--- src/rtl/core/cvas_pkg.sv ---
// Package of the closest view angle select block: shared types and constants.
// Used by every module under rtl/core; it depends on nothing.
package cvas_pkg;

  // Fixed widths of the coordinate, cosine and index fields and of the arithmetic intermediates.
  localparam int unsigned CoordW  = 32;
  localparam int unsigned DiffW   = CoordW + 1;
  localparam int unsigned SmallW  = 15;
  localparam int unsigned CosW    = 15;
  localparam int unsigned IdxOutW = 6;
  localparam int unsigned SqW     = 30;
  localparam int unsigned ProdW   = 2 * SqW;
  localparam int unsigned QuotW   = 16;
  localparam int unsigned CfgIdxW = 3;

  // Saturation value of the cosine and reset value of the minimum cosine, Q0.15.
  localparam logic [CosW-1:0] CosMax = 15'h7FFF;
  localparam logic [CosW-1:0] MinCosReset = 15'd16384;

  // Configuration register indexes.
  localparam logic [CfgIdxW-1:0] RegPointX = 3'd0;
  localparam logic [CfgIdxW-1:0] RegPointY = 3'd1;
  localparam logic [CfgIdxW-1:0] RegPointZ = 3'd2;
  localparam logic [CfgIdxW-1:0] RegQueryX = 3'd3;
  localparam logic [CfgIdxW-1:0] RegQueryY = 3'd4;
  localparam logic [CfgIdxW-1:0] RegQueryZ = 3'd5;
  localparam logic [CfgIdxW-1:0] RegMinCos = 3'd6;

  // Geometry taken from configuration by the front.
  typedef struct packed {
    logic signed [2:0][CoordW-1:0] point;
    logic signed [2:0][CoordW-1:0] query;
  } geom_t;

  // One classified observation handed from front to back.
  typedef struct packed {
    logic [CosW-1:0] cosine;
    logic            last;
  } obs_t;

  // Front sequencer states.
  typedef enum logic [2:0] {
    FrIdle,
    FrScale,
    FrMac,
    FrProd,
    FrSqrt,
    FrDiv,
    FrPush
  } front_state_e;

endpackage

--- src/rtl/core/cvas_queue.sv ---
// Two-entry queue between front and back of the closest view angle select block.
// Depends on cvas_pkg for the entry type.
module cvas_queue (
  input  logic           clk_i,
  input  logic           rst_ni,
  input  logic           wr_valid_i,
  output logic           wr_ready_o,
  input  cvas_pkg::obs_t wr_data_i,
  output logic           rd_valid_o,
  input  logic           rd_ready_i,
  output cvas_pkg::obs_t rd_data_o
);

  cvas_pkg::obs_t mem_q [2];
  logic           wr_ptr_q, rd_ptr_q;
  logic [1:0]     cnt_q;
  logic           do_wr, do_rd;

  assign wr_ready_o = (cnt_q != 2'd2);
  assign rd_valid_o = (cnt_q != 2'd0);
  assign rd_data_o  = mem_q[rd_ptr_q];
  assign do_wr      = wr_valid_i && wr_ready_o;
  assign do_rd      = rd_valid_o && rd_ready_i;

  // Pointers and fill count.
  always_ff @(posedge clk_i or negedge rst_ni) begin
    if (!rst_ni) begin
      wr_ptr_q <= 1'b0;
      rd_ptr_q <= 1'b0;
      cnt_q    <= 2'd0;
    end else begin
      if (do_wr) wr_ptr_q <= ~wr_ptr_q;
      if (do_rd) rd_ptr_q <= ~rd_ptr_q;
      cnt_q <= cnt_q + 2'(do_wr) - 2'(do_rd);
    end
  end

  // Entry storage.
  always_ff @(posedge clk_i) begin
    if (do_wr) mem_q[wr_ptr_q] <= wr_data_i;
  end

endmodule

--- config.mk ---
export PLATFORM = sky130hd
export DESIGN_NAME = cvas_queue
export DESIGN_NICKNAME = d
export VERILOG_FILES = /design/src/rtl/core/cvas_pkg.sv /design/src/rtl/core/cvas_queue.sv
export SDC_FILE = /design/constraint.sdc
export NUM_CORES = 1
export LEC_CHECK = 0
export BUFFER_PORTS_ARGS = -buffer_cell sky130_fd_sc_hd__buf_2
export CAP_MARGIN = 20
export CORE_ASPECT_RATIO = 0.7
export CORE_MARGIN = 2
export CORE_UTILIZATION = 54
export CTS_CLUSTER_DIAMETER = 80
export DETAILED_ROUTE_END_ITERATION = 7
export PLACE_DENSITY_LB_ADDON = 0.08
export SLEW_MARGIN = 10
export SYNTH_ARGS = -nofsm -noshare
export SYNTH_HDL_FRONTEND = slang
export SYNTH_SLANG_ARGS = --single-unit
--- constraint.sdc ---
create_clock -name clk_i -period 3.74 [get_ports clk_i]
set_input_delay 0.748 -clock clk_i [delete_from_list [all_inputs] [get_ports clk_i]]
set_output_delay 0.748 -clock clk_i [all_outputs]
set_load 0.02 [all_outputs]
---- After elaboration in Yosys (flattened, before gate mapping) ----
Memories as Yosys holds them, arrays and structs flattened.
Cells that the tools add are included.
storage, ports and cells
  input port bits ......................... 20
  bits in writable memories ............... 32
  output and inout port bits .............. 18
  flip-flop bits (word level) ............. 4
  memories kept ........................... 1
  word-level logic and storage cells ...... 14
memories
  name   words  width  rd ports  clocked after memory_dff  write ports  RTL line          source
  mem_q  2      16     1         0                         1            cvas_queue.sv:14  cvas_pkg::obs_t mem_q [2];
operators by class
  multiplexer cells ....................... 2
  bitwise gates (word level) .............. 2
  add/sub/neg operators ................... 2
  equal/unequal tests ..................... 1
  reduce and logical (&&, ||, !) cells .... 3
operators by type and width
  cell                                         number
  2-bit by 1-bit adder with 2-bit output       1
  1-bit logical AND                            2
  1-bit two-way mux                            2
  2-bit != test (second input constant)        1
  1-bit NOT                                    2
  2-bit nonzero test                           1
  2-bit by 1-bit subtractor with 2-bit output  1

---- Longest topological paths before layout ----
Gate-level depths: netlist of run 1.
  depth in word-level cells ............... 4
  depth in mapped cells ................... 7
  mapped depth without buffers ............ 7

---- Worst setup path after synthesis of run 1 ----
Ideal clock, no wire load.
  path type ............................... input to register
  from .................................... in wr_valid_i
  to ...................................... mem mem_q[0][0] (netlist bit) (enable)
  setup time .............................. 0.388 ns
  cell stages on the path ................. 2
  path slack .............................. 1.808 ns
  data required time ...................... 3.352 ns
  data arrival time ....................... 1.544 ns
  buffers on the path ..................... 0
  cells stage by stage .................... nand2_1 nor2_1
on the way
  longest elaborated chain between the ends .. 3
RTL lines
  item                                     RTL line          source
  from (decl)                              cvas_queue.sv:6   input logic wr_valid_i,
  1-bit logical AND                        cvas_queue.sv:22  assign do_wr = wr_valid_i && wr_ready_o;
  1-bit two-way mux                        cvas_queue.sv:40  if (do_wr) mem_q[wr_ptr_q] <= wr_data_i;
  1-bit two-way mux (not written as such)  cvas_queue.sv:40
  to (decl)                                cvas_queue.sv:14
Every way passes these cells.

==> results of run 1 <==
## cell usage after synthesis, drive strengths merged
cell and instances:
ha 2, nor2 1, dfrtp 4, and2 1
inv 1, buf 2, xnor2 3, or2 1
nand2b 1, and3 1, nand2 1, xor2 1
edfxtp 32, mux2 16
## stage by stage
stage	power, mW	util, %
after global routing	1.39	68.2
final	1.32	68.2
after CTS	1.33	68.2
after floorplan	0.956	-
after global placement	1.07	65.1
after detailed placement	1.08	65.1
## routing by layer
layer	up-vias	track usage (%)
met2	36	23.3
met3	8	5.20
met4	0	9.13
met5	-	0
met1	341	21.5
li1	340	-
## flip-flops by register name, indices dropped and copies added, names as in the netlist
signal	cells
cnt_q	2
mem_q	32
rd_ptr_q	1
wr_ptr_q	1
## power groups by stage
| stage | combinational [mW] | sequential (mW) | clock, mW |
|---|---|---|---|
| after floorplan | 0.369 | 0.587 | 0 |
| after global placement | 0.439 | 0.628 | 0 |
| after detailed placement | 0.447 | 0.631 | 0 |
| after CTS | 0.449 | 0.623 | 0.259 |
| after global routing | 0.482 | 0.637 | 0.276 |
| final | 0.440 | 0.622 | 0.254 |
## cell families (layout without fill, tap and decap cells)
| group | count (synthesis) | count (layout) | synth area share [%] |
|---|---|---|---|
| xor+xnor | 4 | 4 | 2.57 |
| fa+ha+maj | 2 | 2 | 1.84 |
| buf+inv | 3 | 47 | 1.93 |
| flops | 36 | 36 | 77.9 |
| mux | 16 | 16 | 13.2 |
| simple gates | 6 | 6 | 2.57 |
## area by class of cell
type                            instances  share of cell area [%]
Clock inverter                          3                    2.27
Tap cell                               34                    2.58
Inverter                                1                   0.227
Sequential cell                        36                    64.3
Clock buffer                            5                    2.27
Timing Repair Buffer                   38                    11.7
Multi-Input combinational cell         28                    16.7
## worst min path at each step
stage	startpoint	cells after the start	endpoint	slack [ps]
floorplan	rst_ni	0	cnt_q[0]$_DFF_PN0_	450
global placement	wr_ptr_q$_DFFE_PN0N_	1	wr_ptr_q$_DFFE_PN0N_	480
detailed placement	wr_ptr_q$_DFFE_PN0N_	1	wr_ptr_q$_DFFE_PN0N_	490
CTS	rst_ni	1	cnt_q[1]$_DFF_PN0_	210
global route	rst_ni	1	wr_ptr_q$_DFFE_PN0N_	190
finish	rst_ni	1	wr_ptr_q$_DFFE_PN0N_	210
## critical path, stage by stage (launching register included)
cell	delay, ps
dfrtp_1	810
mux2_2	420
buf_2	160
==> flow_summary.toml, run 1 <==
[run_status]
outcome = "complete, no violations"

[drt]
postRouteAntennaNets = 0
vias = 725
top_layer = "met4"
met2WireLength_um = 877
firstDrtPassIters = 4
met1_length_um = 921
routed_via_density = 5.00
wl_per_cell_um = 13.7
wl_mm = 1.98
dr_wl_met3_um = 151
drtIter0Drc = 20
drcViolationCount = 0

[yosys]
synth_nets = 89
syn_area_per_cell_um2 = 20.3
syn_inst = 67
ys_warn_count = 0
yosys.area.top_type_share_pct = 70.5
syn_area_mm2 = 0.00136
ys_types = 14
synth-seq-cells = 36
synth_area_leaders = "edfxtp_1 (71%), mux2_2 (13%), dfrtp_1 (7.3%)"
synth_area_leader_cell = "edfxtp_1"
seq_area_frac_synth_pct = 77.9

[place]
placed_cell_area_mm2 = 0.00158
port_buffers = 37
dp_hpwl_mm = 1.37
dp_slack_ps = 1640
place.gp.congestion = 0.630
dpl.cell_count = 137

[setup_path]
worstPathRequired_ps = 2990
startpoint = "rd_ptr_q$_DFFE_PN0P_"
rr_worst_depth = 7
end_kind = "output pin"
reg2reg_from = "cnt_q[1]$_DFF_PN0_"
crit_path_max_fanout = 17
start_kind = "flop"
reg2reg_slack_ps = 2040
arrival_ps = 1720
endpoint = "rd_data_o[9]"
reg2reg_to = "cnt_q[1]$_DFF_PN0_"
worstSetupPathType = "reg2out"

[clock_tree]
cts_tree = "yes"
cts_hold_buffers = 0
post_cts_buffers = 0
numClockSinks = 36
clock_latency_ps = 330
cts_root_buffer = "clkbuf_4"
path_clk_slew_ps = 100
cts.path.max_buffers = 2
htreeDepth = 2
cts_resized = 0
cts_made_buffers = 5

[floorplan]
rows = 15
die_h_um = 46.0
initial_core_util_pct = 56.3
ios = 38
die_area_mm2 = 0.00295
core_mm2 = 0.00242
die_w_um = 64.0

[power]
internal_power_mw = 0.887
p_sw_mw = 0.429
peakVddDrop_mv = 0.565
netSwitchingFraction_pct = 32.6
p_comb_share_pct = 33.5
leakagePower_nw = 0.647
seqPwrFrac_pct = 47.2
pwr-share-clk_pct = 19.3
power_density_mw_per_mm2 = 798

[grt]
antenna_found_initial = 0
grt_pass1_vias = 701
grt_pass1_wl_mm = 3.31
grt-ovfl-total = 0
grt_start_max_net_pins = 18
grt_usage_pct = 16.0

[sta]
min_period_ps = 2460
timing.hold.ws_ps = 212
timing.fmax_ghz = 0.406
hold_viol_final = 0
rsz0062_at_grt = "false"
finalCritPeriodShare_pct = 65.9
max_slew_margin_pct = 49.1
setup_slack_ps = 1280
fin_skew_ps = 13.0
worst_slew_pin_slew_ps = 763
fin_tns_setup_ps = 0
drv_slew = 0
finalSetupViolations = 0

[final_layout]
fin_nets = 132
fillers = 176
register_area_mm2 = 0.00106
multi_input_area_um2 = 275
drive_above_1_share_pct = 55.0
design_area_mm2 = 0.00165
instances_no_fill = 145
diodes = 0
syn2layout_area_growth_pct = 21.1
final_cell_mix = "buf_2 (37), edfxtp_1 (32), mux2_2 (16)"
mostFrequentLayoutCell = "buf_2"

[flow_run]
max_cap_violations = 0

[min_path]
hold_class = "in2async"
Power figures use the tool's default switching activity.
==> inputs of run 2 (changes only) <==
--- a/config.mk
+++ b/config.mk
@@ -9,7 +9,7 @@
 export CAP_MARGIN = 20
 export CORE_ASPECT_RATIO = 0.7
 export CORE_MARGIN = 2
-export CORE_UTILIZATION = 54
+export CORE_UTILIZATION = 50
 export CTS_CLUSTER_DIAMETER = 80
 export DETAILED_ROUTE_END_ITERATION = 7
 export PLACE_DENSITY_LB_ADDON = 0.08
==> constraint.sdc (replaced) <==
create_clock -name clk_i -period 2.4 [get_ports clk_i]
set_input_delay 0.48 -clock clk_i [delete_from_list [all_inputs] [get_ports clk_i]]
set_output_delay 0.48 -clock clk_i [all_outputs]
set_load 0.02 [all_outputs]
==> flow_summary.toml, run 2 (synthesis gave the netlist of run 1 again) <==
[drt]
routed_via_density = 4.79
met2WireLength_mm = 1.05
vias = 713
top_layer = "met4"
firstDrtPassIters = 3
drtIter0Drc = 28
met1_length_um = 959
dr_wl_met3_um = 121
postRouteAntennaNets = 0
wl_per_cell_um = 14.4
wl_mm = 2.15
drcViolationCount = 0

[floorplan]
initial_core_util_pct = 54.2
ios = 38
die_w_um = 66.4
core_mm2 = 0.00251
die_h_um = 47.7
die_area_mm2 = 0.00317
rows = 15

[sta]
timing.fmax_ghz = 0.507
drv_slew = 0
max_slew_margin_pct = 87.0
worst_slew_pin_slew_ps = 195
fin_skew_ps = 3.07
timing.hold.ws_ps = 387
finalCritPeriodShare_pct = 82.2
hold_viol_final = 0
finalSetupViolations = 0
rsz0062_at_grt = "false"
min_period_ps = 1970
fin_tns_setup_ps = 0

[power]
internal_power_mw = 1.39
p_sw_mw = 0.697
seqPwrFrac_pct = 44.4
power_mw = 2.09
peakVddDrop_mv = 0.737
pwr-share-clk_pct = 18.9
power_density_mw_per_mm2 = 1240
netSwitchingFraction_pct = 33.3
leakagePower_nw = 0.671
p_comb_share_pct = 36.7

[clock_tree]
numClockSinks = 36
cts_resized = 0
clock_latency_ps = 280
htreeDepth = 2
cts_root_buffer = "clkbuf_8"
cts_tree = "yes"
cts_hold_buffers = 1
path_clk_slew_ps = 70
cts_made_buffers = 5
post_cts_buffers = 0
cts.path.max_buffers = 2

[final_layout]
max_flop_register = "mem_q"
largest_reg_flops = 32
reg.largest.list = "mem_q: 32 flops, cnt_q: 2 flops"
fin_nets = 136
final_cell_mix = "buf_2 (37), edfxtp_1 (32), mux2_2 (16)"
mostFrequentLayoutCell = "buf_2"
final_util_pct = 67.2
design_area_mm2 = 0.00169
diodes = 0
drive_above_1_share_pct = 56.5
syn2layout_area_growth_pct = 24.1

[setup_path]
end_kind = "output pin"
arrival_ps = 1490
crit_path_max_fanout = 13
start_kind = "flop"
worstSetupPathType = "reg2out"
reg2reg_slack_ps = 660
reg2reg_from = "cnt_q[1]$_DFF_PN0_"
reg2reg_to = "cnt_q[1]$_DFF_PN0_"
worstPathRequired_ps = 1920
rr_worst_depth = 7

[run_status]
outcome = "complete, no violations"

[grt]
grt_usage_pct = 15.5
grt_start_max_net_pins = 14
antenna_found_initial = 0
grt_pass1_vias = 750
grt_pass1_wl_mm = 3.28
grt-ovfl-total = 0

[min_path]
holdPathEnd = "mem_q[1][3]$_DFFE_PP_"
worstHoldStart = "wr_data_i[3]"
hold_class = "in2reg"
holdPathStages = 1

[place]
placed_cell_area_mm2 = 0.00160
place.gp.congestion = 0.615
dp_hpwl_mm = 1.53
port_buffers = 37

[flow_run]
max_cap_violations = 0
==> run 2: layout make-up <==
cell class,count,area (um2)
multi-input combinational,28,275
sequential,36,1060
clock inverter,3,13.8
timing repair buffer,42,225
clock buffer,5,68.8
fill,187,825
inverter,1,3.75
tap,34,42.5
==> run 2: worst max-delay path, stage by stage (launching register included) <==
cell     delay (ps)
dfrtp_1         440
buf_4           260
mux2_2          360
buf_2           160
==> run 2: power groups by stage <==
stage	clock, mW	combinational [mW]	sequential [mW]
after detailed placement	0	0.778	0.942
final	0.396	0.767	0.928
after CTS	0.408	0.782	0.930
after global routing	0.437	0.836	0.943
after floorplan	0	0.575	0.915
after global placement	0	0.760	0.933
==> run 2: how the worst max path moves through the flow <==
stage                         startpoint                    end  slack [ps]  cells after the start
floorplan             cnt_q[1]$_DFF_PN0_  mem_q[0][0]$_DFFE_PP_         560                      3
global placement    rd_ptr_q$_DFFE_PN0P_           rd_data_o[6]         730                      3
detailed placement    cnt_q[1]$_DFF_PN0_     cnt_q[1]$_DFF_PN0_         680                      7
CTS                 rd_ptr_q$_DFFE_PN0P_          rd_data_o[14]         400                      3
global route        rd_ptr_q$_DFFE_PN0P_           rd_data_o[4]         360                      3
finish              rd_ptr_q$_DFFE_PN0P_           rd_data_o[3]         430                      3
==> run 2: through the flow <==
| stage | instances | worst slack (ps) |
|---|---|---|
| final | 149 | 427 |
| after global routing | 149 | 357 |
| after CTS | 149 | 404 |
| after detailed placement | 140 | 677 |
| after global placement | 140 | 729 |
| after floorplan | 67 | 559 |
==> run 2: routing by layer <==
metal | global-route usage (%) | vias up
li1 | - | 345
met1 | 17.7 | 342
met2 | 26.4 | 24
met3 | 6.59 | 2
met4 | 7.35 | 0
met5 | 0 | -
==> inputs of run 3 (changes only) <==
--- a/config.mk
+++ b/config.mk
@@ -9,7 +9,7 @@
 export CAP_MARGIN = 20
 export CORE_ASPECT_RATIO = 0.7
 export CORE_MARGIN = 2
-export CORE_UTILIZATION = 50
+export CORE_UTILIZATION = 45
 export CTS_CLUSTER_DIAMETER = 80
 export DETAILED_ROUTE_END_ITERATION = 7
 export PLACE_DENSITY_LB_ADDON = 0.08
==> constraint.sdc (replaced) <==
create_clock -name clk_i -period 1.75 [get_ports clk_i]
set_input_delay 0.35 -clock clk_i [delete_from_list [all_inputs] [get_ports clk_i]]
set_output_delay 0.35 -clock clk_i [all_outputs]
set_load 0.02 [all_outputs]
==> flow_summary.toml, run 3 (synthesis gave the netlist of run 1 again) <==
[clock_tree]
cts_root_buffer = "clkbuf_8"
cts_made_buffers = 5
clock_latency_ps = 280
cts.path.max_buffers = 2
path_clk_slew_ps = 70
numClockSinks = 36
cts_tree = "yes"
htreeDepth = 2

[grt]
grt_pass1_vias = 739
antenna_found_initial = 0
grt_pass1_wl_mm = 3.35
grt_start_max_net_pins = 17
grt_usage_pct = 13.3
grt-ovfl-total = 0

[setup_path]
path_buf_inv = 2
worstSetupPathType = "reg2out"
max_stage_delay_ps = 380
crit_family = "flip-flops"
arrival_ps = 1330
end_kind = "output pin"
worstPathRequired_ps = 1400
crit_path_max_fanout = 12
start_kind = "flop"
crit_path_cell_trace = "buf_8 -> mux2_2 -> buf_2"
slowest_stage = "dfrtp_1"

[final_layout]
largest_reg_flops = 32
fin_nets = 136
syn2layout_area_growth_pct = 26.3
fillers = 229
mostFrequentLayoutCell = "buf_2"
diodes = 0
design_area_mm2 = 0.00172
max_flop_register = "mem_q"
final_cell_mix = "buf_2 (37), edfxtp_1 (32), mux2_2 (16)"
reg.largest.list = "mem_q: 32 flops, cnt_q: 2 flops"
drive_above_1_share_pct = 58.3

[min_path]
hold_class = "in2reg"

[sta]
fin_tns_setup_ps = 0
finalSetupViolations = 0
fin_skew_ps = 5.54
min_period_ps = 1680
drv_slew = 0
timing.hold.ws_ps = 253
worst_slew_pin_slew_ps = 225
timing.fmax_ghz = 0.596
max_slew_margin_pct = 85.0
finalCritPeriodShare_pct = 95.9
hold_viol_final = 0
rsz0062_at_grt = "false"

[drt]
drtIter0Drc = 41
vias = 720
routed_via_density = 4.77
firstDrtPassIters = 4
postRouteAntennaNets = 0
wl_mm = 2.07
wl_per_cell_um = 13.7
drcViolationCount = 0

[floorplan]
initial_core_util_pct = 47.9
ios = 38
rows = 16
die_area_mm2 = 0.00349
core_mm2 = 0.00284
die_w_um = 69.8
die_h_um = 50.0

[power]
power_mw = 2.95
power_density_mw_per_mm2 = 1720
peakVddDrop_mv = 0.945
leakagePower_nw = 0.677

[place]
placed_cell_area_mm2 = 0.00160
place.gp.congestion = 0.703
dp_hpwl_mm = 1.43
port_buffers = 37

[run_status]
outcome = "complete, no violations"

[flow_run]
max_cap_violations = 0
-- run 3: cell types whose count changed in the layout (fill, tap and decap cells not counted) --
cell	before	now
buf_8	0	1
ha_1	2	1
nor2_1	1	0
ha_2	0	1
nor2_2	0	1
buf_4	4	3
clkbuf_8	5	6
clkinv_2	2	0
xnor2_1	3	2
xnor2_2	0	1
clkbuf_1	0	1
-- run 3: what timing repair did --
item,CTS,global route
setup endpoints to repair,0,13
endpoints found under the hold margin,4,0
hold buffers,1,0
setup buffers,0,0
gates resized for setup,0,4
-- run 3: power by group --
part / switching (mW) / internal (mW)
Combinational: 0.614 / 0.499
Clock: 0.262 / 0.315
Sequential: 0.0747 / 1.19
-- run 3: layout make-up --
class / instances / area, um2 / area share [%]
Clock buffer: 7 / 86.3 / 5.02
Clock inverter: 1 / 3.75 / 0.218
Inverter: 1 / 3.75 / 0.218
Multi-Input combinational cell: 28 / 288 / 16.7
Sequential cell: 36 / 1060 / 61.7
Tap cell: 36 / 45.0 / 2.62
Timing Repair Buffer: 42 / 233 / 13.5
-- run 3: path summary, 6_finish.rpt --
check	startpoint	end	slack [ps]	cells past startpoint
max in group asynchronous	rst_ni	rd_ptr_q$_DFFE_PN0P_	1220	2
max reg2reg	cnt_q[1]$_DFF_PN0_	cnt_q[1]$_DFF_PN0_	90	7
min in group asynchronous	rst_ni	wr_ptr_q$_DFFE_PN0N_	410	2
max	rd_ptr_q$_DFFE_PN0P_	rd_data_o[5]	70	3
min	wr_data_i[3]	mem_q[0][3]$_DFFE_PP_	250	1
min reg2reg	wr_ptr_q$_DFFE_PN0N_	wr_ptr_q$_DFFE_PN0N_	510	1
-- run 3: per-stage QoR --
stage | std cells | util [%] | setup slack, ps
finish | 151 | 60.5 | 71.4
global route | 151 | 60.5 | 0.716
CTS | 151 | 59.9 | 18.0
detailed placement | 142 | 56.4 | 71.2
global placement | 142 | 56.4 | 132
floorplan | 67 | - | 28.6
-- run 3: per-layer routing --
layer	wire [um]	up-vias	global-route usage (%)	part of all wire [%]
met5	0	-	0	0
met4	41	0	5.77	2.0
met3	166	4	6.34	8.0
met2	1000	28	20.6	48
met1	862	344	15.9	42
li1	-	344	-	-
