`src/rtl/core/cvas_pkg.sv`:
```
// Package of the closest view angle select block: shared types and constants.
// Used by every module under rtl/core; it depends on nothing.
package cvas_pkg;

  // Fixed widths of the coordinate, cosine and index fields and of the arithmetic intermediates.
  localparam int unsigned CoordW  = 32;
  localparam int unsigned DiffW   = CoordW + 1;
  localparam int unsigned SmallW  = 15;
  localparam int unsigned CosW    = 15;
  localparam int unsigned IdxOutW = 6;
  localparam int unsigned SqW     = 30;
  localparam int unsigned ProdW   = 2 * SqW;
  localparam int unsigned QuotW   = 16;
  localparam int unsigned CfgIdxW = 3;

  // Saturation value of the cosine and reset value of the minimum cosine, Q0.15.
  localparam logic [CosW-1:0] CosMax = 15'h7FFF;
  localparam logic [CosW-1:0] MinCosReset = 15'd16384;

  // Configuration register indexes.
  localparam logic [CfgIdxW-1:0] RegPointX = 3'd0;
  localparam logic [CfgIdxW-1:0] RegPointY = 3'd1;
  localparam logic [CfgIdxW-1:0] RegPointZ = 3'd2;
  localparam logic [CfgIdxW-1:0] RegQueryX = 3'd3;
  localparam logic [CfgIdxW-1:0] RegQueryY = 3'd4;
  localparam logic [CfgIdxW-1:0] RegQueryZ = 3'd5;
  localparam logic [CfgIdxW-1:0] RegMinCos = 3'd6;

  // Geometry taken from configuration by the front.
  typedef struct packed {
    logic signed [2:0][CoordW-1:0] point;
    logic signed [2:0][CoordW-1:0] query;
  } geom_t;

  // One classified observation handed from front to back.
  typedef struct packed {
    logic [CosW-1:0] cosine;
    logic            last;
  } obs_t;

  // Front sequencer states.
  typedef enum logic [2:0] {
    FrIdle,
    FrScale,
    FrMac,
    FrProd,
    FrSqrt,
    FrDiv,
    FrPush
  } front_state_e;

endpackage

```
`src/rtl/core/cvas_back.sv`:
```
// Back of the closest view angle select block: running maximum, index and the
// result register. Depends on cvas_pkg.
module cvas_back #(
  parameter int unsigned MaxObs = 64
) (
  input  logic                        clk_i,
  input  logic                        rst_ni,
  input  logic [cvas_pkg::CosW-1:0]   min_cos_i,
  input  logic                        pop_valid_i,
  output logic                        pop_ready_o,
  input  cvas_pkg::obs_t              pop_data_i,
  output logic                        res_valid_o,
  input  logic                        res_ready_i,
  output logic [cvas_pkg::IdxOutW-1:0] res_index_o,
  output logic                        res_found_o,
  output logic                        res_accept_o,
  output logic [cvas_pkg::CosW-1:0]   res_cos_o
);

  localparam int unsigned CntW = $clog2(MaxObs + 1);
  localparam logic [CntW-1:0] CntMax = CntW'(MaxObs);

  logic [cvas_pkg::CosW-1:0] max_q, max_d;
  logic [CntW-1:0]           idx_q, idx_d, cnt_q, cnt_d;
  logic                      have_q, have_d;
  logic                      res_valid_q;
  logic                      pop;

  assign pop_ready_o = !pop_data_i.last || !res_valid_q || res_ready_i;
  assign pop         = pop_valid_i && pop_ready_o;
  assign res_valid_o = res_valid_q;

  // Compare against the running maximum; the earlier one wins a tie.
  always_comb begin
    max_d  = max_q;
    idx_d  = idx_q;
    have_d = have_q;
    cnt_d  = cnt_q;
    if (cnt_q < CntMax) begin
      if (pop_data_i.cosine > max_q) begin
        max_d  = pop_data_i.cosine;
        idx_d  = cnt_q;
        have_d = 1'b1;
      end
      cnt_d = cnt_q + CntW'(1);
    end
  end

  always_ff @(posedge clk_i or negedge rst_ni) begin
    if (!rst_ni) begin
      max_q       <= '0;
      idx_q       <= '0;
      have_q      <= 1'b0;
      cnt_q       <= '0;
      res_valid_q <= 1'b0;
    end else begin
      if (res_valid_q && res_ready_i) res_valid_q <= 1'b0;
      if (pop) begin
        if (pop_data_i.last) begin
          max_q       <= '0;
          idx_q       <= '0;
          have_q      <= 1'b0;
          cnt_q       <= '0;
          res_valid_q <= 1'b1;
        end else begin
          max_q  <= max_d;
          idx_q  <= idx_d;
          have_q <= have_d;
          cnt_q  <= cnt_d;
        end
      end
    end
  end

  // Result register, loaded on the last observation of a search.
  always_ff @(posedge clk_i) begin
    if (pop && pop_data_i.last) begin
      res_index_o  <= have_d ? cvas_pkg::IdxOutW'(idx_d) : '0;
      res_found_o  <= have_d;
      res_accept_o <= (max_d >= min_cos_i);
      res_cos_o    <= max_d;
    end
  end

endmodule
```
`config.mk`:
```
export PLATFORM = sky130hd
export DESIGN_NAME = cvas_back
export DESIGN_NICKNAME = d
export VERILOG_FILES = /design/src/rtl/core/cvas_pkg.sv /design/src/rtl/core/cvas_back.sv
export SDC_FILE = /design/constraint.sdc
export NUM_CORES = 1
export LEC_CHECK = 0
export BUFFER_PORTS_ARGS = -buffer_cell sky130_fd_sc_hd__clkbuf_2
export CAP_MARGIN = 10
export CORE_ASPECT_RATIO = 0.6
export CORE_MARGIN = 1.5
export CORE_UTILIZATION = 40
export CTS_CLUSTER_SIZE = 16
export DETAILED_ROUTE_END_ITERATION = 6
export HOLD_SLACK_MARGIN = 0.02
export PLACE_DENSITY = 0.59
export SETUP_SLACK_MARGIN = 0.15
export SYNTH_ARGS = -nofsm -noshare
export SYNTH_HDL_FRONTEND = slang
export SYNTH_SLANG_ARGS = --single-unit
```
`constraint.sdc`:
```
create_clock -name clk_i -period 4.8 [get_ports clk_i]
set_clock_uncertainty 0.2 [all_clocks]
set_input_delay 0.24 -clock clk_i [delete_from_list [all_inputs] [get_ports clk_i]]
set_output_delay 0.24 -clock clk_i [all_outputs]
set_load 0.01 [all_outputs]
```
After elaboration in Yosys (flattened, before gate mapping) --
Index checks and enable logic that the tools add are counted.
Word-level totals: flip-flop bits (word level) 53, output and inout port bits 25, input bits 35
Operators by class: multiplexer cells 14, $add $sub $neg 1, reductions and logical operators 9, order comparisons 3
Operator list (number):
- 2-to-1 mux 15 bit | 3
- 2-to-1 mux 6 bit | 3
- >= comparator 15 bit | 1
- > comparator 15 bit | 1
- 2-to-1 mux 7 bit | 2
- adder 7 x 1 -> 7 bit, second input constant | 1
- less-than comparator 7 bit, second input constant | 1
- 2-to-1 mux 1 bit | 6
- logical AND 1 bit | 3
- logical NOT 1 bit | 2
- logical OR 1 bit | 2
- AND reduction 2 bit | 1
- nonzero test 2 bit | 1

Longest topological paths before layout --
Gate-level depths: netlist (run 1).
depth after elaboration 5, gate-level depth with buffers 16, mapped depth without buffers 14

Worst setup path before layout (run 1) --
Ideal clock, no wire load.
path type reg-to-reg, start point reg max_q[13] (netlist name), end point reg res_accept_o (data pin), stages on the path, launching flop included 16, path slack 1.345 ns, setup time 0.254 ns, period minus slack after synthesis 3.455 ns, data required time 4.346 ns, data arrival time 3.002 ns, cells stage by stage dfrtp_1 -> inv_1 -> ha_1 -> nand4_1 -> nor3_2 -> o31ai_1 -> a221oi_2 -> buf_2 -> mux2i_1 -> ha_1 -> nand2b_1 -> a21o_1 -> a21o_1 -> a21oi_1 -> o21ai_0 -> a21o_1
Between the ends: longest elaborated chain between the ends 4
RTL lines:
- start, declared | RTL line cvas_back.sv:23 | logic [cvas_pkg::CosW-1:0] max_q, max_d;
- start signal, assigned | RTL line cvas_back.sv:66 | max_q <= max_d;
- > comparator 15 bit | RTL line cvas_back.sv:40 | if (pop_data_i.cosine > max_q) begin
- 2-to-1 mux 15 bit | RTL line cvas_back.sv:40
- 2-to-1 mux 15 bit * | RTL line cvas_back.sv:39 | if (cnt_q < CntMax) begin
- >= comparator 15 bit * | RTL line cvas_back.sv:80 | res_accept_o <= (max_d >= min_cos_i);
- end signal, assigned | RTL line cvas_back.sv:80
- end, declared | RTL line cvas_back.sv:16 | output logic res_accept_o,
Every way passes the cells marked *; elsewhere a longest branch is shown, timed or not. A chain may end at the register's enable or synchronous reset.

Worst setup path in the final report (run 1) --
start point in pop_data_i[14] (netlist name), end point reg res_accept_o (data pin)
Between the ends: longest elaborated chain between the ends 4
RTL lines:
- start, declared | RTL line cvas_back.sv:11 | input cvas_pkg::obs_t pop_data_i,
- > comparator 15 bit | RTL line cvas_back.sv:40
- 2-to-1 mux 15 bit | RTL line cvas_back.sv:40
- 2-to-1 mux 15 bit | RTL line cvas_back.sv:39
- via max_d, one bit | RTL line cvas_back.sv:23
- >= comparator 15 bit | RTL line cvas_back.sv:80
The timed path passes the listed nets, and every way through them passes these cells.

==> results of run 1 <==
==> state kept, by name, summed over array words and instances, names as in the netlist <==
register,count
max_q,15
res_valid_o,1
res_accept_o,1
res_found_o,1
idx_q,6
res_index_o,6
cnt_q,7
res_cos_o,15
have_q,1
==> cells by family after synthesis <==
family / count (synthesis) / share of synthesized area, %
flops: 53 / 47.4
fa+ha+maj: 31 / 12.8
xor+xnor: 1 / 0.288
simple gates: 96 / 14.9
mux: 1 / 0.329
buf+inv: 56 / 7.20
compound gates: 80 / 17.1
==> through the flow <==
stage / utilization, % / worst slack [ns] / instances / power (mW) / hold slack [ns]
floorplan: - / 1.34 / 318 / 0.861 / -0.256
global placement: 46.9 / 0.860 / 466 / 0.968 / 0.160
detailed placement: 46.9 / 0.728 / 466 / 0.978 / 0.160
CTS: 49.9 / 0.482 / 481 / 1.36 / 0.0258
global route: 49.9 / 0.174 / 481 / 1.44 / 0.0341
finish: 49.9 / 0.477 / 481 / 1.35 / 0.0312
==> per-layer routing <==
layer  track usage (%)  up-vias  wire length, um
li1                  -     1254                -
met1              27.9     1130             3710
met2              25.4       55             2810
met3              4.71        8              353
met4              3.16        0               59
met5                 0        -                0
==> worst paths after layout <==
path,endpoint,slack (ns),cells after the start
setup / recovery,res_accept_o$_DFFE_PP_,0.48,16
hold / removal,max_q[10]$_DFFE_PN0P_,0.03,2
setup reg to reg,res_accept_o$_DFFE_PP_,0.68,15
hold reg to reg,max_q[10]$_DFFE_PN0P_,0.30,1
max in group asynchronous,max_q[10]$_DFFE_PN0P_,3.54,2
min in group asynchronous,max_q[4]$_DFFE_PN0P_,0.35,2
==> cell usage in the layout, fill, tap and decap left out, types with 13 or more instances in the layout <==
cell type	synthesis	routed
nand2_1	51	51
clkbuf_2	0	59
edfxtp_1	23	23
dfrtp_1	30	30
ha_1	31	31
a21oi_1	16	16
o21ai_0	29	29
o311ai_0	13	13
inv_1	37	37
nand4_1	17	17
==> area by class of cell <==
type / instances / area, sq um / area share [%]
Timing Repair Buffer: 69 / 388 / 10.6
Clock inverter: 3 / 23.8 / 0.652
Tap cell: 104 / 130 / 3.57
Multi-Input combinational cell: 209 / 1390 / 38.2
Inverter: 38 / 143 / 3.91
Clock buffer: 5 / 125 / 3.43
Sequential cell: 53 / 1440 / 39.5
==> worst reg2reg max path, stage by stage (launching register included) <==
cell	delay (ns)
dfrtp_1	0.34
inv_1	0.05
ha_1	0.32
nand4_1	0.15
nor3_2	0.33
o31ai_1	0.17
a221oi_4	0.66
buf_4	0.45
nand2_1	0.09
o21ai_0	0.11
ha_1	0.27
a21o_1	0.15
a21o_1	0.16
a21oi_1	0.13
o21ai_0	0.12
a21o_1	0.17
==> report_power, final <==
part / leakage, nW / total, mW / internal (mW) / switching (mW)
registers: 0.614 / 0.598 / 0.550 / 0.0478
logic: 0.987 / 0.378 / 0.150 / 0.228
clock network: 0.0747 / 0.372 / 0.197 / 0.175
==> run_summary.xml, run 1 <==
<?xml version="1.0" encoding="UTF-8"?>
<metrics>
  <group name="sta">
    <metric name="worst_slew_margin_rel" unit="%">48.2</metric>
    <metric name="worstMarginPinSlew" unit="ns">0.777</metric>
    <metric name="unrepaired_setup_endpoints_after_global_routing" unit="">false</metric>
    <metric name="final_period_minus_worst_setup_slack" unit="ns">4.32</metric>
    <metric name="max_clock_freq" unit="GHz">0.231</metric>
    <metric name="setup-violations-final" unit="">0</metric>
    <metric name="min_period_over_period" unit="%">90.1</metric>
    <metric name="hold_viol" unit="">0</metric>
    <metric name="report.final.slew_viol_count" unit="">0</metric>
    <metric name="fin_setup_tns" unit="ns">0</metric>
  </group>
  <group name="die">
    <metric name="design.portCount" unit="">60</metric>
    <metric name="std_cell_rows" unit="">24</metric>
    <metric name="placeableCoreArea" unit="sq mm">0.00730</metric>
    <metric name="die_area" unit="sq mm">0.00815</metric>
    <metric name="die_width" unit="um">116</metric>
    <metric name="die_y" unit="um">70.5</metric>
    <metric name="floorplan.initialDensity" unit="%">41.7</metric>
  </group>
  <group name="route">
    <metric name="antenna_left" unit="">0</metric>
    <metric name="wirelength" unit="um">6940</metric>
    <metric name="vias" unit="">2447</metric>
    <metric name="route.detailed.wl_per_inst" unit="um">14.4</metric>
    <metric name="drcViolationCount" unit="">0</metric>
    <metric name="viasPerCell" unit="">5.09</metric>
    <metric name="first_iter_violations" unit="">154</metric>
    <metric name="dr.pass1.iters" unit="">4</metric>
  </group>
  <group name="setup_path">
    <metric name="timing.critical_path.cells" unit="">dlygate4sd3_1, clkbuf_2, ha_1, nand4_1, nor3_2, o31ai_1, a221oi_4, buf_4, nand2_1, o21ai_0, ha_1, a21o_1, a21o_1, a21oi_1, o21ai_0, a21o_1</metric>
    <metric name="cp.buffers_inverters" unit="">3</metric>
    <metric name="startpoint_type" unit="">input port</metric>
    <metric name="regToRegStartpoint" unit="">max_q[13]$_DFFE_PN0P_</metric>
    <metric name="critPathMostFrequentCell" unit="">a21o_1</metric>
    <metric name="critical_path.max_fanout" unit="">40</metric>
    <metric name="cp.arrival" unit="ns">4.18</metric>
    <metric name="crit_path_start" unit="">pop_data_i[14]</metric>
    <metric name="highest_delay_cell_along_the_critical_path" unit="">a221oi_4</metric>
    <metric name="timing.critical_path.slowest_cell_delay" unit="ns">0.66</metric>
    <metric name="criticalPathCategory" unit="">in -&gt; reg</metric>
    <metric name="worst_path_dominant_cell_family" unit="">compound AO/OA/AOI/OAI gates</metric>
    <metric name="worst-endpoint-required" unit="ns">4.66</metric>
    <metric name="worstSetupEndpointType" unit="">flop</metric>
  </group>
  <group name="cts">
    <metric name="cts.path.max_buffers" unit="">2</metric>
    <metric name="clock-root-buffer" unit="">clkbuf_16</metric>
    <metric name="cts-buffers-inserted" unit="">5</metric>
    <metric name="cts.clk_slew.worst_paths" unit="ns">0.07</metric>
    <metric name="clock-sinks" unit="">53</metric>
    <metric name="cts_hold_repair.buffers" unit="">7</metric>
    <metric name="clock_insertion_delay_worst_skew" unit="ns">0.29</metric>
    <metric name="cts_tree" unit="">built</metric>
    <metric name="cts_resized" unit="">0</metric>
    <metric name="post-cts-setup-buffers" unit="">0</metric>
    <metric name="htree_num_levels" unit="">2</metric>
  </group>
  <group name="finish">
    <metric name="num_antenna_cells" unit="">0</metric>
    <metric name="syn_to_final_growth" unit="%">19.9</metric>
    <metric name="final_net_count" unit="">442</metric>
    <metric name="num-fill-cells" unit="">707</metric>
    <metric name="postLayoutCellArea" unit="sq mm">0.00364</metric>
    <metric name="post_route_cells_drive_above_1_share" unit="%">19.6</metric>
  </group>
  <group name="outcome">
    <metric name="run_status" unit="">completed</metric>
  </group>
  <group name="placed_design">
    <metric name="detailedPlacementHpwl" unit="um">5070</metric>
    <metric name="port_buffers" unit="">59</metric>
    <metric name="gpl_wtd_cong" unit="">0.846</metric>
    <metric name="dpl_cell_area" unit="sq mm">0.00343</metric>
  </group>
  <group name="synthesis">
    <metric name="yosys_register_bits" unit="">53</metric>
    <metric name="post_synth_instance_area" unit="sq mm">0.00304</metric>
    <metric name="synthDominantAreaCellType" unit="">dfrtp_1</metric>
    <metric name="number_of_enable_type_register_cells_in_the_synthesized_netlist" unit="">23</metric>
    <metric name="top_flip_flop_cell_by_instance_count_after_synthesis" unit="">dfrtp_1</metric>
    <metric name="netlist_top_cells_area" unit="">dfrtp_1 25%, edfxtp_1 23%, ha_1 13%, nand2_1 6.3%, o21ai_0 4.8%</metric>
    <metric name="synth-warning-count" unit="">0</metric>
    <metric name="syn_nets" unit="">384</metric>
    <metric name="synth.distinct_cells" unit="">36</metric>
    <metric name="syn-instance-count" unit="">318</metric>
    <metric name="yosysSeqAreaShare" unit="%">47.4</metric>
    <metric name="async_reset_ff_share" unit="%">56.6</metric>
    <metric name="synthesis.area_per_instance" unit="sq um">9.56</metric>
    <metric name="synth_most_common_cell" unit="">nand2_1</metric>
    <metric name="synth_top_area_share" unit="%">24.7</metric>
    <metric name="netlist_top_cells_count" unit="">51 x nand2_1, 37 x inv_1, 31 x ha_1</metric>
  </group>
  <group name="hold_path">
    <metric name="hold_path_startpoint" unit="">pop_data_i[11]</metric>
    <metric name="worst_hold_path_type" unit="">in -&gt; reg</metric>
  </group>
  <group name="global_route">
    <metric name="first_global_vias" unit="">2281</metric>
    <metric name="grt_antenna_before_repair" unit="">0</metric>
    <metric name="grt.total_usage" unit="%">18.0</metric>
    <metric name="grt_max_degree" unit="">41</metric>
    <metric name="grt_pass1_wl" unit="um">11400</metric>
    <metric name="globalRoute.totalOverflow" unit="">0</metric>
  </group>
  <group name="pwr">
    <metric name="vdd_ir_drop_max" unit="mV">0.201</metric>
    <metric name="leakagePower" unit="nW">1.68</metric>
    <metric name="pwr_density_cell" unit="mW/mm^2">370</metric>
  </group>
  <group name="job">
    <metric name="drv.max_cap_violation_count" unit="">0</metric>
  </group>
</metrics>
Note: power is estimated with default switching activity, not from simulation.
==> run 2: changes to the inputs <==
--- a/config.mk
+++ b/config.mk
@@ -5,6 +5,7 @@
 export SDC_FILE = /design/constraint.sdc
 export NUM_CORES = 1
 export LEC_CHECK = 0
+export ABC_AREA = 1
 export BUFFER_PORTS_ARGS = -buffer_cell sky130_fd_sc_hd__clkbuf_2
 export CAP_MARGIN = 10
 export CORE_ASPECT_RATIO = 0.6
==> run 2 against run 1 <==
Die area rose by 6.5%. Hold slack improved by 0.091 ns. Flip-flop and latch count did not move. Via count rose by 11%. Area after synthesis rose by 6.7%. Critical path type is now reg -> reg. Largest cell class is now multi-input gates.
==> run_summary.xml, run 2 <==
<?xml version="1.0" encoding="UTF-8"?>
<metrics>
  <group name="setup_path">
    <metric name="startpoint_type" unit="">flop</metric>
    <metric name="critical_path.max_fanout" unit="">22</metric>
    <metric name="worst-endpoint-required" unit="ns">4.66</metric>
    <metric name="criticalPathCategory" unit="">reg -&gt; reg</metric>
    <metric name="cp.arrival" unit="ns">3.58</metric>
    <metric name="worstSetupEndpointType" unit="">flop</metric>
  </group>
  <group name="sta">
    <metric name="fin_setup_tns" unit="ns">0</metric>
    <metric name="min_period_over_period" unit="%">77.6</metric>
    <metric name="worstMarginPinSlew" unit="ns">1.11</metric>
    <metric name="setup-violations-final" unit="">0</metric>
    <metric name="report.final.slew_viol_count" unit="">0</metric>
    <metric name="final_period_minus_worst_setup_slack" unit="ns">3.73</metric>
    <metric name="hold_viol" unit="">0</metric>
    <metric name="unrepaired_setup_endpoints_after_global_routing" unit="">false</metric>
    <metric name="worst_slew_margin_rel" unit="%">26.3</metric>
    <metric name="max_clock_freq" unit="GHz">0.268</metric>
  </group>
  <group name="synthesis">
    <metric name="number_of_enable_type_register_cells_in_the_synthesized_netlist" unit="">23</metric>
    <metric name="synth_most_common_cell" unit="">nand2_1</metric>
    <metric name="netlist_top_cells_area" unit="">dfrtp_1 23%, edfxtp_1 21%, nand2_1 13%, ha_1 12%, inv_1 9.1%</metric>
    <metric name="yosysSeqAreaShare" unit="%">44.4</metric>
    <metric name="netlist_top_cells_count" unit="">110 x nand2_1, 79 x inv_1, 47 x nand3_1</metric>
    <metric name="synth.distinct_cells" unit="">26</metric>
    <metric name="syn_nets" unit="">472</metric>
    <metric name="synth-warning-count" unit="">0</metric>
    <metric name="async_reset_ff_share" unit="%">56.6</metric>
    <metric name="synthesis.area_per_instance" unit="sq um">7.99</metric>
    <metric name="syn-instance-count" unit="">406</metric>
    <metric name="top_flip_flop_cell_by_instance_count_after_synthesis" unit="">dfrtp_1</metric>
    <metric name="yosys_register_bits" unit="">53</metric>
    <metric name="synthDominantAreaCellType" unit="">dfrtp_1</metric>
    <metric name="synth_top_area_share" unit="%">23.1</metric>
    <metric name="post_synth_instance_area" unit="sq mm">0.00325</metric>
  </group>
  <group name="cts">
    <metric name="cts-buffers-inserted" unit="">5</metric>
    <metric name="cts_resized" unit="">0</metric>
    <metric name="cts.path.max_buffers" unit="">2</metric>
    <metric name="clock-sinks" unit="">53</metric>
    <metric name="clock-root-buffer" unit="">clkbuf_16</metric>
    <metric name="htree_num_levels" unit="">2</metric>
    <metric name="cts.clk_slew.worst_paths" unit="ns">0.08</metric>
    <metric name="cts_tree" unit="">built</metric>
    <metric name="clock_insertion_delay_worst_skew" unit="ns">0.30</metric>
    <metric name="post-cts-setup-buffers" unit="">0</metric>
  </group>
  <group name="finish">
    <metric name="num_antenna_cells" unit="">0</metric>
    <metric name="final_common_cell" unit="">nand2_1</metric>
    <metric name="biggestRegsByFlops" unit="">max_q (15), res_cos_o (15), cnt_q (7)</metric>
    <metric name="post_route_cells_drive_above_1_share" unit="%">16.5</metric>
    <metric name="most-common-layout-cells" unit="">110 x nand2_1, 79 x inv_1, 59 x clkbuf_2</metric>
    <metric name="non_filler_instances" unit="">574</metric>
    <metric name="postLayoutCellArea" unit="sq mm">0.00380</metric>
    <metric name="syn_to_final_growth" unit="%">17.1</metric>
    <metric name="final_net_count" unit="">531</metric>
  </group>
  <group name="die">
    <metric name="floorplan.initialDensity" unit="%">41.2</metric>
    <metric name="design.portCount" unit="">60</metric>
    <metric name="die_width" unit="um">119</metric>
    <metric name="die_area" unit="sq mm">0.00868</metric>
    <metric name="placeableCoreArea" unit="sq mm">0.00788</metric>
    <metric name="std_cell_rows" unit="">25</metric>
    <metric name="die_y" unit="um">72.8</metric>
  </group>
  <group name="pwr">
    <metric name="vdd_ir_drop_max" unit="mV">0.165</metric>
    <metric name="leakagePower" unit="nW">2.05</metric>
    <metric name="pwr_density_cell" unit="mW/mm^2">412</metric>
  </group>
  <group name="global_route">
    <metric name="grt_max_degree" unit="">31</metric>
    <metric name="grt.total_usage" unit="%">18.5</metric>
    <metric name="grt_pass1_wl" unit="um">12400</metric>
    <metric name="globalRoute.totalOverflow" unit="">0</metric>
    <metric name="first_global_vias" unit="">2463</metric>
    <metric name="grt_antenna_before_repair" unit="">0</metric>
  </group>
  <group name="hold_path">
    <metric name="worst_hold_path_type" unit="">in -&gt; reg</metric>
  </group>
  <group name="route">
    <metric name="dr.pass1.iters" unit="">4</metric>
    <metric name="antenna_left" unit="">0</metric>
    <metric name="first_iter_violations" unit="">233</metric>
    <metric name="vias" unit="">2727</metric>
    <metric name="drcViolationCount" unit="">0</metric>
    <metric name="route.detailed.wl_per_inst" unit="um">13.2</metric>
    <metric name="wirelength" unit="um">7580</metric>
    <metric name="viasPerCell" unit="">4.75</metric>
  </group>
  <group name="placed_design">
    <metric name="dpl_cell_area" unit="sq mm">0.00363</metric>
    <metric name="detailedPlacementHpwl" unit="um">5500</metric>
    <metric name="port_buffers" unit="">59</metric>
    <metric name="gpl_wtd_cong" unit="">0.782</metric>
    <metric name="total_instance_count_after_detailed_placement" unit="">564</metric>
  </group>
  <group name="job">
    <metric name="drv.max_cap_violation_count" unit="">0</metric>
  </group>
  <group name="outcome">
    <metric name="run_status" unit="">completed</metric>
  </group>
</metrics>
## run 2: changes by cell type in the layout (fill, tap and decap cells not counted), sizes merged, moves of 7 or more
| cell | previous run | this run |
|---|---|---|
| nand4 | 17 | 3 |
| o311ai | 13 | 0 |
| o21ai | 30 | 12 |
| a21o | 7 | 0 |
| nand3 | 4 | 47 |
| nor2 | 9 | 18 |
| a22o | 8 | 0 |
| nand2 | 51 | 112 |
| and2 | 1 | 14 |
| inv | 39 | 81 |
## run 2: worst max-delay path, cell delays in order, from the launching register on
cell	delay, ns
dfrtp_1	0.38
inv_1	0.08
ha_1	0.24
a21oi_1	0.19
nand2_1	0.07
a21oi_1	0.19
nand2_2	0.33
nand2_2	0.49
nand2_1	0.13
and2_1	0.18
ha_1	0.31
a21oi_1	0.13
o21ai_0	0.12
nor3b_1	0.17
o21ai_0	0.15
nand3b_1	0.09
## run 2: routing by layer
metal  track usage, %  up-vias  wire length, um
met3             3.67        8              435
met2             24.6       79             2760
met4             3.97        0               61
met5                0        -                0
li1                 -     1406                -
met1             30.3     1234             4320
## run 2: area by class of cell
type / instances / area (sq um)
Tap cell: 108 / 135
Sequential cell: 53 / 1440
Multi-Input combinational cell: 263 / 1450
Inverter: 80 / 300
Clock buffer: 5 / 125
Fill cell: 793 / 4080
Timing Repair Buffer: 62 / 323
Clock inverter: 3 / 25.0
## run 2: logic make-up (layout without fill, tap and decap cells)
kind of cell,count (synthesis),after routing,share of synthesized area (%)
AOI/OAI and AO/OA,29,29,4.66
adders and majority gates,31,31,12.0
buffers and inverters,90,150,11.0
DFF,53,53,44.4
and+or+nand+nor,203,203,28.0
## run 2: path summary, 6_finish.rpt
| check | end | from | slack (ns) | depth (start not counted) |
|---|---|---|---|---|
| worst min-delay path | cnt_q[1]$_DFFE_PN0P_ | pop_data_i[0] | 0.12 | 4 |
| worst max register to register | res_accept_o$_DFFE_PP_ | max_q[10]$_DFFE_PN0P_ | 1.07 | 15 |
| max in group asynchronous | max_q[5]$_DFFE_PN0P_ | rst_ni | 3.53 | 2 |
| worst min register to register | max_q[9]$_DFFE_PN0P_ | max_q[9]$_DFFE_PN0P_ | 0.28 | 2 |
| min in group asynchronous | cnt_q[0]$_DFFE_PN0P_ | rst_ni | 0.36 | 2 |
| worst max-delay path | res_accept_o$_DFFE_PP_ | max_q[10]$_DFFE_PN0P_ | 1.07 | 15 |
## run 2: what timing repair did
item	CTS	global route
endpoints found under the setup margin	0	0
endpoints found under the hold margin	31	0
hold buffers	2	0
## run 2: metrics by stage
step / worst slack, ns / hold WS [ns] / power (mW) / utilization [%]
floorplan: 2.02 / -0.256 / 1.03 / -
CTS: 1.08 / 0.116 / 1.57 / 48.2
detailed placement: 1.08 / 0.176 / 1.19 / 46.0
finish: 1.07 / 0.122 / 1.57 / 48.2
global route: 0.726 / 0.157 / 1.69 / 48.2
global placement: 1.10 / 0.180 / 1.18 / 46.0
## run 2: power by group
part           leakage (nW)  switching [mW]  internal, mW
sequential            0.613          0.0325         0.571
combinational          1.36           0.374         0.210
clock                0.0704           0.182         0.197
